File: config.mk
export PLATFORM = sky130hd
export DESIGN_NAME = sha256_byte_stream_hasher
export DESIGN_NICKNAME = d
export VERILOG_FILES = /design/src/rtl/sha256_pkg.sv /design/src/rtl/sha256_ctrl.sv /design/src/rtl/sha256_dp.sv /design/src/rtl/sha256_byte_stream_hasher.sv
export SDC_FILE = /design/constraint.sdc
export NUM_CORES = 2
export LEC_CHECK = 0
export ABC_CLOCK_PERIOD_IN_PS = 27400
export BUFFER_PORTS_ARGS = -buffer_cell sky130_fd_sc_hd__buf_2
export CORE_ASPECT_RATIO = 0.9
export CORE_MARGIN = 4
export CORE_UTILIZATION = 35
export DETAILED_ROUTE_END_ITERATION = 7
export GPL_TIMING_DRIVEN = 1
export PLACE_DENSITY = 0.55
export SYNTH_ARGS = -nofsm -noshare
export SYNTH_HDL_FRONTEND = slang
export SYNTH_SLANG_ARGS = --single-unit
File: constraint.sdc
create_clock -name clk -period 27.4 [get_ports clk]
set_input_delay 2.74 -clock clk [delete_from_list [all_inputs] [get_ports clk]]
set_output_delay 2.74 -clock clk [all_outputs]
set_load 0.05 [all_outputs]
File: src/rtl/sha256_pkg.sv
package sha256_pkg;

    typedef enum logic [2:0] {
        ST_IDLE,
        ST_COMP,
        ST_PAD,
        ST_EMIT
    } state_t;

    // Commands from the controller to the datapath.
    typedef struct packed {
        logic       store_byte;
        logic       start_comp;
        logic       round_en;
        logic       finish_comp;
        logic       pad_fill;
        logic       pad_second;
        logic       reload;
    } cmd_t;

    localparam logic [31:0] ROUND_K [64] = '{
        32'h428a2f98, 32'h71374491, 32'hb5c0fbcf, 32'he9b5dba5,
        32'h3956c25b, 32'h59f111f1, 32'h923f82a4, 32'hab1c5ed5,
        32'hd807aa98, 32'h12835b01, 32'h243185be, 32'h550c7dc3,
        32'h72be5d74, 32'h80deb1fe, 32'h9bdc06a7, 32'hc19bf174,
        32'he49b69c1, 32'hefbe4786, 32'h0fc19dc6, 32'h240ca1cc,
        32'h2de92c6f, 32'h4a7484aa, 32'h5cb0a9dc, 32'h76f988da,
        32'h983e5152, 32'ha831c66d, 32'hb00327c8, 32'hbf597fc7,
        32'hc6e00bf3, 32'hd5a79147, 32'h06ca6351, 32'h14292967,
        32'h27b70a85, 32'h2e1b2138, 32'h4d2c6dfc, 32'h53380d13,
        32'h650a7354, 32'h766a0abb, 32'h81c2c92e, 32'h92722c85,
        32'ha2bfe8a1, 32'ha81a664b, 32'hc24b8b70, 32'hc76c51a3,
        32'hd192e819, 32'hd6990624, 32'hf40e3585, 32'h106aa070,
        32'h19a4c116, 32'h1e376c08, 32'h2748774c, 32'h34b0bcb5,
        32'h391c0cb3, 32'h4ed8aa4a, 32'h5b9cca4f, 32'h682e6ff3,
        32'h748f82ee, 32'h78a5636f, 32'h84c87814, 32'h8cc70208,
        32'h90befffa, 32'ha4506ceb, 32'hbef9a3f7, 32'hc67178f2
    };

    localparam logic [31:0] INIT_HASH [8] = '{
        32'h6a09e667, 32'hbb67ae85, 32'h3c6ef372, 32'ha54ff53a,
        32'h510e527f, 32'h9b05688c, 32'h1f83d9ab, 32'h5be0cd19
    };

    localparam logic [7:0] PAD_BYTE = 8'h80;
    localparam logic [5:0] LEN_FILL = 6'd56;

endpackage

File: src/rtl/sha256_ctrl.sv
module sha256_ctrl
(
    input  logic               clk,
    input  logic               rst_n,
    input  logic               in_fire,
    input  logic               has_byte,
    input  logic               is_last,
    input  logic               block_full,
    input  logic               two_blocks,
    input  logic               out_fire,
    output logic               in_ready,
    output logic               out_valid,
    output logic [2:0]         out_index,
    output sha256_pkg::cmd_t   cmd
);

    sha256_pkg::state_t state_reg, state_next;
    logic [5:0] round_reg, round_next;
    logic       last_reg, last_next;
    logic       second_reg, second_next;
    logic       done_reg, done_next;
    logic [2:0] idx_reg, idx_next;

    // State and counter registers.
    always_ff @(posedge clk or negedge rst_n)
    begin
        if (!rst_n)
        begin
            state_reg  <= sha256_pkg::ST_IDLE;
            round_reg  <= '0;
            last_reg   <= 1'b0;
            second_reg <= 1'b0;
            done_reg   <= 1'b0;
            idx_reg    <= '0;
        end
        else
        begin
            state_reg  <= state_next;
            round_reg  <= round_next;
            last_reg   <= last_next;
            second_reg <= second_next;
            done_reg   <= done_next;
            idx_reg    <= idx_next;
        end
    end

    // Next state and commands.
    always_comb
    begin
        state_next  = state_reg;
        round_next  = round_reg;
        last_next   = last_reg;
        second_next = second_reg;
        done_next   = done_reg;
        idx_next    = idx_reg;
        cmd         = '0;
        in_ready    = 1'b0;
        out_valid   = 1'b0;
        out_index   = idx_reg;
        case (state_reg)
            sha256_pkg::ST_IDLE:
            begin
                in_ready = 1'b1;
                if (in_fire)
                begin
                    cmd.store_byte = has_byte;
                    last_next      = is_last;
                    if (has_byte && block_full)
                    begin
                        cmd.start_comp = 1'b1;
                        round_next     = '0;
                        state_next     = sha256_pkg::ST_COMP;
                    end
                    else if (is_last)
                    begin
                        state_next = sha256_pkg::ST_PAD;
                    end
                end
            end
            sha256_pkg::ST_COMP:
            begin
                cmd.round_en = 1'b1;
                round_next   = round_reg + 6'd1;
                if (round_reg == 6'd63)
                begin
                    cmd.finish_comp = 1'b1;
                    if (second_reg)
                    begin
                        cmd.pad_second = 1'b1;
                        second_next    = 1'b0;
                        state_next     = sha256_pkg::ST_PAD;
                    end
                    else if (done_reg)
                    begin
                        done_next  = 1'b0;
                        idx_next   = '0;
                        state_next = sha256_pkg::ST_EMIT;
                    end
                    else if (last_reg)
                    begin
                        state_next = sha256_pkg::ST_PAD;
                    end
                    else
                    begin
                        state_next = sha256_pkg::ST_IDLE;
                    end
                end
            end
            sha256_pkg::ST_PAD:
            begin
                // Start a tail compression. The first tail block is padded now;
                // a second tail block was written when the first one finished.
                cmd.start_comp = 1'b1;
                round_next     = '0;
                state_next     = sha256_pkg::ST_COMP;
                if (last_reg)
                begin
                    last_next    = 1'b0;
                    cmd.pad_fill = 1'b1;
                    if (two_blocks)
                    begin
                        second_next = 1'b1;
                    end
                    else
                    begin
                        done_next = 1'b1;
                    end
                end
                else
                begin
                    done_next = 1'b1;
                end
            end
            sha256_pkg::ST_EMIT:
            begin
                out_valid = 1'b1;
                if (out_fire)
                begin
                    idx_next = idx_reg + 3'd1;
                    if (idx_reg == 3'd7)
                    begin
                        cmd.reload = 1'b1;
                        state_next = sha256_pkg::ST_IDLE;
                    end
                end
            end
            default:
            begin
                state_next = sha256_pkg::ST_IDLE;
            end
        endcase
    end

endmodule

File: src/rtl/sha256_dp.sv
module sha256_dp
(
    input  logic               clk,
    input  logic               rst_n,
    input  sha256_pkg::cmd_t   cmd,
    input  logic [7:0]         data_byte,
    input  logic [2:0]         out_index,
    output logic               block_full,
    output logic               two_blocks,
    output logic [31:0]        digest_word
);

    logic [31:0] blk_reg [16];
    logic [5:0]  fill_reg;
    logic [63:0] bits_reg;
    logic [31:0] h_reg [8];
    logic [31:0] v_reg [8];
    logic [31:0] w_reg [16];
    logic [5:0]  t_reg;
    logic [31:0] w_cur, w_new, s0, s1, sum0, sum1, ch, maj, tmp1, tmp2;
    logic [63:0] total;

    function automatic logic [31:0] ror(input logic [31:0] x, input int n);
        ror = (x >> n) | (x << (32 - n));
    endfunction

    assign block_full  = (fill_reg == 6'd63);
    assign two_blocks  = (fill_reg >= sha256_pkg::LEN_FILL);
    assign total       = bits_reg + {55'd0, fill_reg, 3'd0};
    assign digest_word = h_reg[out_index];

    // Message schedule and round function.
    always_comb
    begin
        s0    = ror(w_reg[1], 7) ^ ror(w_reg[1], 18) ^ (w_reg[1] >> 3);
        s1    = ror(w_reg[14], 17) ^ ror(w_reg[14], 19) ^ (w_reg[14] >> 10);
        w_new = w_reg[0] + s0 + w_reg[9] + s1;
        w_cur = (t_reg == 6'd0) ? blk_reg[0] : ((t_reg < 6'd16) ? w_reg[0] : w_new);
        sum1  = ror(v_reg[4], 6) ^ ror(v_reg[4], 11) ^ ror(v_reg[4], 25);
        ch    = (v_reg[4] & v_reg[5]) ^ (~v_reg[4] & v_reg[6]);
        tmp1  = v_reg[7] + sum1 + ch + sha256_pkg::ROUND_K[t_reg] + w_cur;
        sum0  = ror(v_reg[0], 2) ^ ror(v_reg[0], 13) ^ ror(v_reg[0], 22);
        maj   = (v_reg[0] & v_reg[1]) ^ (v_reg[0] & v_reg[2]) ^ (v_reg[1] & v_reg[2]);
        tmp2  = sum0 + maj;
    end

    // Block buffer as sixteen big-endian words; padding rewrites the tail bytes.
    always_ff @(posedge clk)
    begin
        if (cmd.store_byte)
        begin
            blk_reg[fill_reg[5:2]][{~fill_reg[1:0], 3'b000} +: 8] <= data_byte;
        end
        if (cmd.pad_fill)
        begin
            for (int i = 0; i < 56; i++)
            begin
                if (i == int'(fill_reg))
                begin
                    blk_reg[i / 4][8 * (3 - i % 4) +: 8] <= sha256_pkg::PAD_BYTE;
                end
                else if (i > int'(fill_reg))
                begin
                    blk_reg[i / 4][8 * (3 - i % 4) +: 8] <= 8'd0;
                end
            end
            // The last eight bytes hold the length, or padding when it spills over.
            for (int j = 0; j < 8; j++)
            begin
                if (!two_blocks)
                begin
                    blk_reg[15 - j / 4][8 * (j % 4) +: 8] <= total[8 * j +: 8];
                end
                else if (63 - j == int'(fill_reg))
                begin
                    blk_reg[15 - j / 4][8 * (j % 4) +: 8] <= sha256_pkg::PAD_BYTE;
                end
                else if (63 - j > int'(fill_reg))
                begin
                    blk_reg[15 - j / 4][8 * (j % 4) +: 8] <= 8'd0;
                end
            end
        end
        if (cmd.pad_second)
        begin
            for (int i = 0; i < 14; i++)
            begin
                blk_reg[i] <= '0;
            end
            blk_reg[14] <= total[63:32];
            blk_reg[15] <= total[31:0];
        end
    end

    // Fill and length counters.
    always_ff @(posedge clk or negedge rst_n)
    begin
        if (!rst_n)
        begin
            fill_reg <= '0;
            bits_reg <= '0;
        end
        else
        begin
            if (cmd.store_byte)
            begin
                fill_reg <= fill_reg + 6'd1;
                if (block_full)
                begin
                    bits_reg <= bits_reg + 64'd512;
                end
            end
            if (cmd.reload)
            begin
                fill_reg <= '0;
                bits_reg <= '0;
            end
        end
    end

    // Chaining value.
    always_ff @(posedge clk or negedge rst_n)
    begin
        if (!rst_n)
        begin
            for (int i = 0; i < 8; i++)
            begin
                h_reg[i] <= sha256_pkg::INIT_HASH[i];
            end
        end
        else if (cmd.finish_comp)
        begin
            h_reg[0] <= h_reg[0] + tmp1 + tmp2;
            h_reg[1] <= h_reg[1] + v_reg[0];
            h_reg[2] <= h_reg[2] + v_reg[1];
            h_reg[3] <= h_reg[3] + v_reg[2];
            h_reg[4] <= h_reg[4] + v_reg[3] + tmp1;
            h_reg[5] <= h_reg[5] + v_reg[4];
            h_reg[6] <= h_reg[6] + v_reg[5];
            h_reg[7] <= h_reg[7] + v_reg[6];
        end
        else if (cmd.reload)
        begin
            for (int i = 0; i < 8; i++)
            begin
                h_reg[i] <= sha256_pkg::INIT_HASH[i];
            end
        end
    end

    // Working variables and schedule window, one round per cycle.
    always_ff @(posedge clk)
    begin
        if (cmd.start_comp)
        begin
            t_reg <= '0;
            for (int i = 0; i < 8; i++)
            begin
                v_reg[i] <= h_reg[i];
            end
        end
        else if (cmd.round_en)
        begin
            t_reg <= t_reg + 6'd1;
            v_reg[7] <= v_reg[6];
            v_reg[6] <= v_reg[5];
            v_reg[5] <= v_reg[4];
            v_reg[4] <= v_reg[3] + tmp1;
            v_reg[3] <= v_reg[2];
            v_reg[2] <= v_reg[1];
            v_reg[1] <= v_reg[0];
            v_reg[0] <= tmp1 + tmp2;
            if (t_reg == 6'd0)
            begin
                // Round 0 takes its word straight from the block and loads the rest.
                for (int i = 0; i < 15; i++)
                begin
                    w_reg[i] <= blk_reg[i + 1];
                end
                w_reg[15] <= blk_reg[0];
            end
            else
            begin
                for (int i = 0; i < 15; i++)
                begin
                    w_reg[i] <= w_reg[i + 1];
                end
                w_reg[15] <= w_cur;
            end
        end
    end

endmodule

File: src/rtl/sha256_byte_stream_hasher.sv
// SHA-256 over a byte stream: at most one byte per accepted beat; a beat with
// is_last finishes the message and returns eight digest beats, word 0 first. A
// byte beat that completes a 64-byte block starts a compression, which runs one
// round per cycle while the input stalls. After the last beat the first digest
// beat is offered once the padded tail is compressed, after the block that beat
// completes, if any, and after a second tail block when the padding spills over.
// The input stays stalled until the eighth digest beat is taken.
module sha256_byte_stream_hasher
(
    input  logic        clk,
    input  logic        rst_n,
    input  logic        in_valid,
    output logic        in_stall,
    input  logic        has_byte,
    input  logic [7:0]  data_byte,
    input  logic        is_last,
    output logic        out_valid,
    input  logic        out_stall,
    output logic [31:0] digest_word,
    output logic [2:0]  word_index,
    output logic        last_word
);

    sha256_pkg::cmd_t cmd;
    logic in_ready, in_fire, out_fire, block_full, two_blocks;

    assign in_stall   = !in_ready;
    assign in_fire    = in_valid && in_ready;
    assign out_fire   = out_valid && !out_stall;
    assign last_word  = (word_index == 3'd7);

    sha256_ctrl u_ctrl
    (
        .clk        (clk),
        .rst_n      (rst_n),
        .in_fire    (in_fire),
        .has_byte   (has_byte),
        .is_last    (is_last),
        .block_full (block_full),
        .two_blocks (two_blocks),
        .out_fire   (out_fire),
        .in_ready   (in_ready),
        .out_valid  (out_valid),
        .out_index  (word_index),
        .cmd        (cmd)
    );

    sha256_dp u_dp
    (
        .clk         (clk),
        .rst_n       (rst_n),
        .cmd         (cmd),
        .data_byte   (data_byte),
        .out_index   (word_index),
        .block_full  (block_full),
        .two_blocks  (two_blocks),
        .digest_word (digest_word)
    );

    // No input beat is taken while digest beats are pending.
    assert property (@(posedge clk) disable iff (!rst_n) !(out_valid && in_ready))
        else $error("input accepted during digest output");

    // A stalled digest beat keeps its word index.
    assert property (@(posedge clk) disable iff (!rst_n)
        out_valid && out_stall |=> out_valid && $stable(word_index))
        else $error("digest index moved under stall");

endmodule

Yosys cells after proc, flatten, opt, wreduce, memory -nomap -nowiden
Memory sizes are Yosys's and may differ from the RTL's.
Cells that the tools add are included.
- add/subtract/negate cells: 27
- order comparisons: 67
- equal/unequal tests: 80
- shift operators: 2
- multiplexer cells: 701
- bitwise logic cells: 189
- reduce and logical (&&, ||, !) cells: 23
- operators by type and width (operator ; count):
    two-way mux 8 bit ; 135
    two-way mux 32 bit ; 33
    adder 32 bit ; 20
    two-way mux 256 bit ; 2
    two-way mux 1 bit ; 500
    bitwise XOR 32 bit ; 9
    equality test 6 bit (first input constant) ; 32
    greater-than comparator 6 bit (first input constant) ; 32
    two-way mux 64 bit ; 3
    bitwise AND 32 bit ; 5
    OR 1 bit ; 159
    binary-select mux 32 bit (select 3 bit) ; 1
    equality test 5 x 6 -> 1 bit (first input constant) ; 16
    greater-than comparator 5 x 6 -> 1 bit (first input constant) ; 16
    adder 64 x 10 -> 64 bit (second input constant) ; 1
    adder 64 x 9 -> 64 bit ; 1
    equality test 4 x 6 -> 1 bit (first input constant) ; 8
    greater-than comparator 4 x 6 -> 1 bit (first input constant) ; 8
    two-way mux 3 bit ; 11
    inverter 32 bit ; 1
    OR 10 x 32 -> 32 bit ; 1
    OR 13 x 32 -> 32 bit ; 1
    OR 14 x 32 -> 32 bit ; 1
    OR 15 x 32 -> 32 bit ; 1
    other kinds (52) ; 92
- register bits: 347
- RAM bits: 1280
- memory bits (read-only): 2048
- output and inout port bits: 38
- word-level logic and storage cells: 1110
- memories: 4
- memory list (name ; depth ; width ; rd ports ; clocked after memory_dff ; wr ports ; line ; text):
    (name not given) ; 64 ; 32 ; 1 ; 0 ; 0 ; sha256_dp.sv:41 ; tmp1 = v_reg[7] + sum1 + ch + sha256_pkg::ROUND_K[t_reg] + w_cur;
    u_dp.blk_reg ; 16 ; 32 ; 16 ; 0 ; 16 ; sha256_dp.sv:13 ; logic [31:0] blk_reg [16];
    u_dp.w_reg ; 16 ; 32 ; 16 ; 0 ; 16 ; sha256_dp.sv:18 ; logic [31:0] w_reg [16];
    u_dp.v_reg ; 8 ; 32 ; 8 ; 0 ; 8 ; sha256_dp.sv:17 ; logic [31:0] v_reg [8];

Depth between registers and ports, before layout
An unclocked memory read counts as a cell.
- depth after elaboration: 13
- depth in mapped cells: 46
- gate-level depth less buffers: 46

By module
From an unflattened synthesis, not the netlist that was laid out.
- cell total of the unflattened synthesis: 10174
- area, all modules: 98295.5 um^2
- modules (own cells, without submodules) (module ; times used ; cells each ; area an instance (um^2) ; seq. area each (um^2)):
    sha256_dp ; 1 ; 10072 ; 97390.9 ; 42175.4
    sha256_ctrl ; 1 ; 98 ; 882.1 ; 350.3
    sha256_byte_stream_hasher ; 1 ; 4 ; 22.5 ; 0.0

Worst setup path after synthesis
OpenSTA, ideal clock, no wires.
- kind: flip-flop to flip-flop
- start: register u_ctrl.state_reg[1]
- end: memory u_dp.v_reg[0][0] (enable)
- setup time: 0.632 ns
- arrival time: 18.543 ns
- data required time: 26.768 ns
- path slack: 8.225 ns
- stages on the path, launching flop included: 6
- buffers on the path: 2
- period minus slack after synthesis: 19.175 ns
- path through: dfrtp_1 -> inv_1 -> ha_1 -> clkbuf_1 -> clkbuf_1 -> or3_1
- RTL lines (item ; line ; text):
    start: declaration ; sha256_ctrl.sv:17 ; sha256_pkg::state_t state_reg, state_next;
    start signal: assignment ; sha256_ctrl.sv:29 ; state_reg <= sha256_pkg::ST_IDLE;
    start signal: assignment ; sha256_ctrl.sv:38 ; state_reg <= state_next;
    end: declaration ; sha256_dp.sv:17 ;

Final worst setup path
- start: register u_dp.t_reg[1]
- end: register u_dp.h_reg[127] in the netlist's numbering
- cells in the longest elaborated chain, start to end: 8
- elaborated cells between the ends (all ways): 12
- those cells by class: add/sub: 3; order compare: 1; mux: 5; bitwise: 1; reduce/logical: 1; memory: 1
- RTL lines (item ; line ; text):
    start: declaration ; sha256_dp.sv:19 ; logic [5:0] t_reg;
    start signal: assignment ; sha256_dp.sv:164 ; t_reg <= t_reg + 6'd1;
    inverter 6 -> 7 bit (not written as such) ; sha256_dp.sv:41 ;
    memory (64 x 32 bit) ; n/a ;
    two-way mux 32 bit (not written as such) (2 in series) ; sha256_dp.sv:41 ;
    adder 32 bit ; sha256_dp.sv:41 ;
    adder 32 bit * ; sha256_dp.sv:41 ;
    adder 32 bit * ; sha256_dp.sv:137 ; h_reg[4] <= h_reg[4] + v_reg[3] + tmp1;
    two-way mux 256 bit * ; sha256_dp.sv:131 ; else if (cmd.finish_comp)
    end signal: indexed assignment ; sha256_dp.sv:128 ; h_reg[i] <= sha256_pkg::INIT_HASH[i];
    end signal: indexed assignment ; sha256_dp.sv:146 ; h_reg[i] <= sha256_pkg::INIT_HASH[i];
    end: declaration ; sha256_dp.sv:16 ; logic [31:0] h_reg [8];
Every way passes the cells marked *; elsewhere a longest branch is shown, timed or not. The select of a mux whose other input is x is not followed.
A chain may end at the register's enable or synchronous reset.

==> Implementation_results.wiki <==
{| class="wikitable"
! Metric !! Value
|-
| Count of standard-cell rows || 184
|-
| Overflow left after global routing || 0
|-
| Critical path required time || 28100 ps
|-
| Largest net degree at the start of global routing || 161
|-
| Total of hold buffers inserted after clock tree synthesis || 0
|-
| Area of the die || 290500 µm²
|-
| Sum of negative setup slack || 0 ps
|-
| Worst vdd ir || 56.23 µV
|-
| Area contributors post-synth || edfxtp_1 27%, dfxtp_1 8.2%, mux2_2 8.0%
|-
| Global placement routability congestion || 0.9747
|-
| Max-Cap Viols || 0
|-
| Setup slack at placement || 15950 ps
|-
| Fraction of post-synthesis cell area in the top cell type by area || 0.2687
|-
| Post-synth top flop || edfxtp_1
|-
| Type of the tightest min-delay check || reg -> reg
|-
| Number of DRC violations after detailed routing || 0
|-
| Total number of nets in the final design || 10402
|-
| Detailed placement HPWL || 251.1 mm
|-
| Transition time at the pin with the least slew margin || 1350 ps
|-
| DR vias/cell || 5.628
|-
| Worst reg2reg startpoint || u_dp.t_reg[1]$_SDFFE_PP0P_
|-
| Cell Pwr Density || 47.18 nW/µm²
|-
| Hold Fails Final Rpt || 0
|-
| Hold Crit Start || u_dp.blk_reg[12][0]$_SDFFE_PP0P_
|-
| Cell variety after synth || 110
|-
| Post-synth EDFFs || 883
|-
| Horizontal die dimension || 567.7 µm
|-
| Most common library cells after synthesis || 1253 x nor2_1, 952 x a21oi_1, 883 x edfxtp_1, 703 x mux2_2, 690 x nand2_1
|-
| Setup WS post-layout || 15780 ps
|-
| Power consumption || 5.140 mW
|-
| Via count of the first global-routing pass || 74110
|-
| Capturing point of the worst reg2reg path || u_dp.h_reg[127]$_DFFE_PN0P_
|-
| Number of nets with antenna violations after detailed routing || 0
|-
| Flops & latches, synth || 1617
|-
| DRT Pass-1 Iters || 7
|-
| Highest-delay cell along the critical path || ha_1
|-
| Detail-routed net length per standard cell || 25.47 µm
|-
| Flop-to-flop setup slack || 15780 ps
|-
| Overall global routing resource usage || 0.2299
|-
| Via count || 76595
|-
| Number of top-level pins || 52
|-
| Post-detailed-routing wire length || 346.7 mm
|-
| Slew Viols, Final || 0
|-
| Number of CTS-inserted buffers || 188
|-
| Synthesized netlist net count || 10552
|-
| Clock tree from TritonCTS || done
|-
| Clock transition at the registers of the reported paths || 60 ps
|-
| Maximum level of the CTS H-tree || 4
|-
| Initial antenna violation count || 9
|-
| Final-layout worst hold slack || 476.0 ps
|-
| Max_slew headroom || 0.09082
|-
| # setup viols final || 0
|-
| Kind of critical path || reg -> reg
|-
| Standby leakage power || 43.85 nW
|-
| Delay of the slowest critical-path stage || 1070 ps
|-
| Netlist area before placement || 98680 µm²
|-
| Yosys warnings || 0
|-
| Final period util || 0.4243
|-
| Final Skew || 103.4 ps
|-
| Layout overhead on the synthesized area || 10.39%
|-
| Synthesized instance count || 9877
|-
| Sinks on Clock Net || 1617
|-
| Layout Cells excl Fill || 13609
|-
| Count of cells along the worst hold path || 2
|-
| Critical Path AT || 12330 ps
|-
| Final critical path time including I/O delays and setup || 11620 ps
|-
| Cts repair resizes || 0
|-
| Cell repeated most along the worst path || fa_1
|-
| Startpoint class of the critical path || flip-flop
|-
| Number of setup buffers added after CTS || 0
|-
| Drt first-iter violations || 7966
|-
| Master cell of the clock root buffer || clkbuf_16
|-
| Setup repair after global routing missed its margin || no
|-
| Result of the run || finished clean
|-
| Synthesized area divided by synthesized cell count || 9.991 µm²
|-
| Effective utilization at floorplan || 0.3525
|-
| Sequential share of the synthesized area || 0.4361
|-
| R2r worst-path depth || 37
|-
| Core footprint || 279900 µm²
|-
| Most frequently used cell type in the post-synthesis netlist || nor2_1
|-
| Overall die height || 511.7 µm
|-
| Clock tree buffer depth || 4
|-
| Peak fanout along the critical path || 23
|-
| Max Fclk || 86.03 MHz
|-
| Inst Count DP || 13257
|-
| Share of flip-flops with an asynchronous set or reset || 0.2047
|-
| Port buffer count || 51
|-
| Cell type contributing the most total cell area after synthesis || edfxtp_1
|-
| Worst-skew pair later-pin latency || 890 ps
|-
| Fraction of final layout cells sized beyond drive strength 1 || 0.1474
|-
| Critical path capture point type || flip-flop
|-
| First-pass GRT wire length || 505.2 mm
|-
| End of the worst hold path || u_dp.blk_reg[12][0]$_SDFFE_PP0P_
|}
[critical path: cells and delay by family, from the launching register on]
kind,cells,cell delay [ps]
buf+inv,5,1060
simple gates,9,2050
fa+ha+maj,7,4120
compound gates,14,3150
xor+xnor,2,730
flops,1,310
[metrics by stage]
stage,utilization,area (µm²)
after global placement,0.3669,102700
after global routing,0.3890,108900
after CTS,0.3890,108900
final,0.3891,108900
after detailed placement,0.3669,102700
after floorplan,-,98680
[routing by layer]
layer  vias up  global-route usage  part of all wire
li1      34766                   -                 -
met1     38296              0.3246              0.44
met5         -            0.001975           0.00026
met4         4             0.07106             0.035
met3       594             0.04372             0.079
met2      2935              0.3555              0.44
[power breakdown]
| part | leakage [nW] | total [mW] | internal, mW | switching (mW) |
|---|---|---|---|---|
| combinational | 25.1 | 0.0254 | 0.00284 | 0.0225 |
| sequential | 15.7 | 2.54 | 2.54 | 0 |
| clock | 3.03 | 2.58 | 1.52 | 1.06 |
| total | 43.9 | 5.14 | 4.06 | 1.08 |
[placed cells by master (no fill, tap or decap), types with 168 or more instances in the layout]
cell	n
a21o_1	168
a21oi_1	952
clkbuf_16	193
dfrtp_1	192
dfxtp_1	399
edfxtp_1	883
fa_1	227
ha_1	433
inv_1	511
mux2_2	703
nand2_1	687
nand3_1	254
nor2_1	1249
nor3_1	179
o21ai_0	498
xnor2_1	431
xor2_1	202
[how the worst max path moves through the flow]
stage | startpoint | to | cells after the start
after floorplan | u_ctrl.state_reg[1]$_DFFE_PN0P_ | u_dp.v_reg[0][0]$_DFFE_PP_ | 5
after global placement | u_dp.t_reg[0]$_SDFFE_PP0P_ | u_dp.h_reg[127]$_DFFE_PN0P_ | 43
after detailed placement | u_dp.t_reg[0]$_SDFFE_PP0P_ | u_dp.h_reg[127]$_DFFE_PN0P_ | 39
after CTS | u_dp.t_reg[1]$_SDFFE_PP0P_ | u_dp.h_reg[127]$_DFFE_PN0P_ | 39
after global routing | u_dp.t_reg[1]$_SDFFE_PP0P_ | u_dp.h_reg[127]$_DFFE_PN0P_ | 43
final | u_dp.t_reg[1]$_SDFFE_PP0P_ | u_dp.h_reg[127]$_DFFE_PN0P_ | 37
[logic make-up after synthesis]
logic type                 count (synthesis)  synth area share
AOI/OAI and AO/OA                       2278            0.1381
xor gates and xnor gates                 638           0.05721
adders and majority gates                693            0.1043
buffers and inverters                   1038           0.04010
DFF                                     1617            0.4361
muxes                                    819            0.1002
and+or+nand+nor                         2794            0.1239
[layout make-up]
class	instances	area, µm²
Inverter	520	1952
Multi-Input combinational cell	7222	51770
Clock inverter	61	764.5
Timing Repair Buffer	178	1294
Fill cell	27463	171000
Sequential cell	1617	43050
Tap cell	3720	4654
Antenna cell	9	22.52
Clock buffer	282	5424
Power figures use the tool's default switching activity.
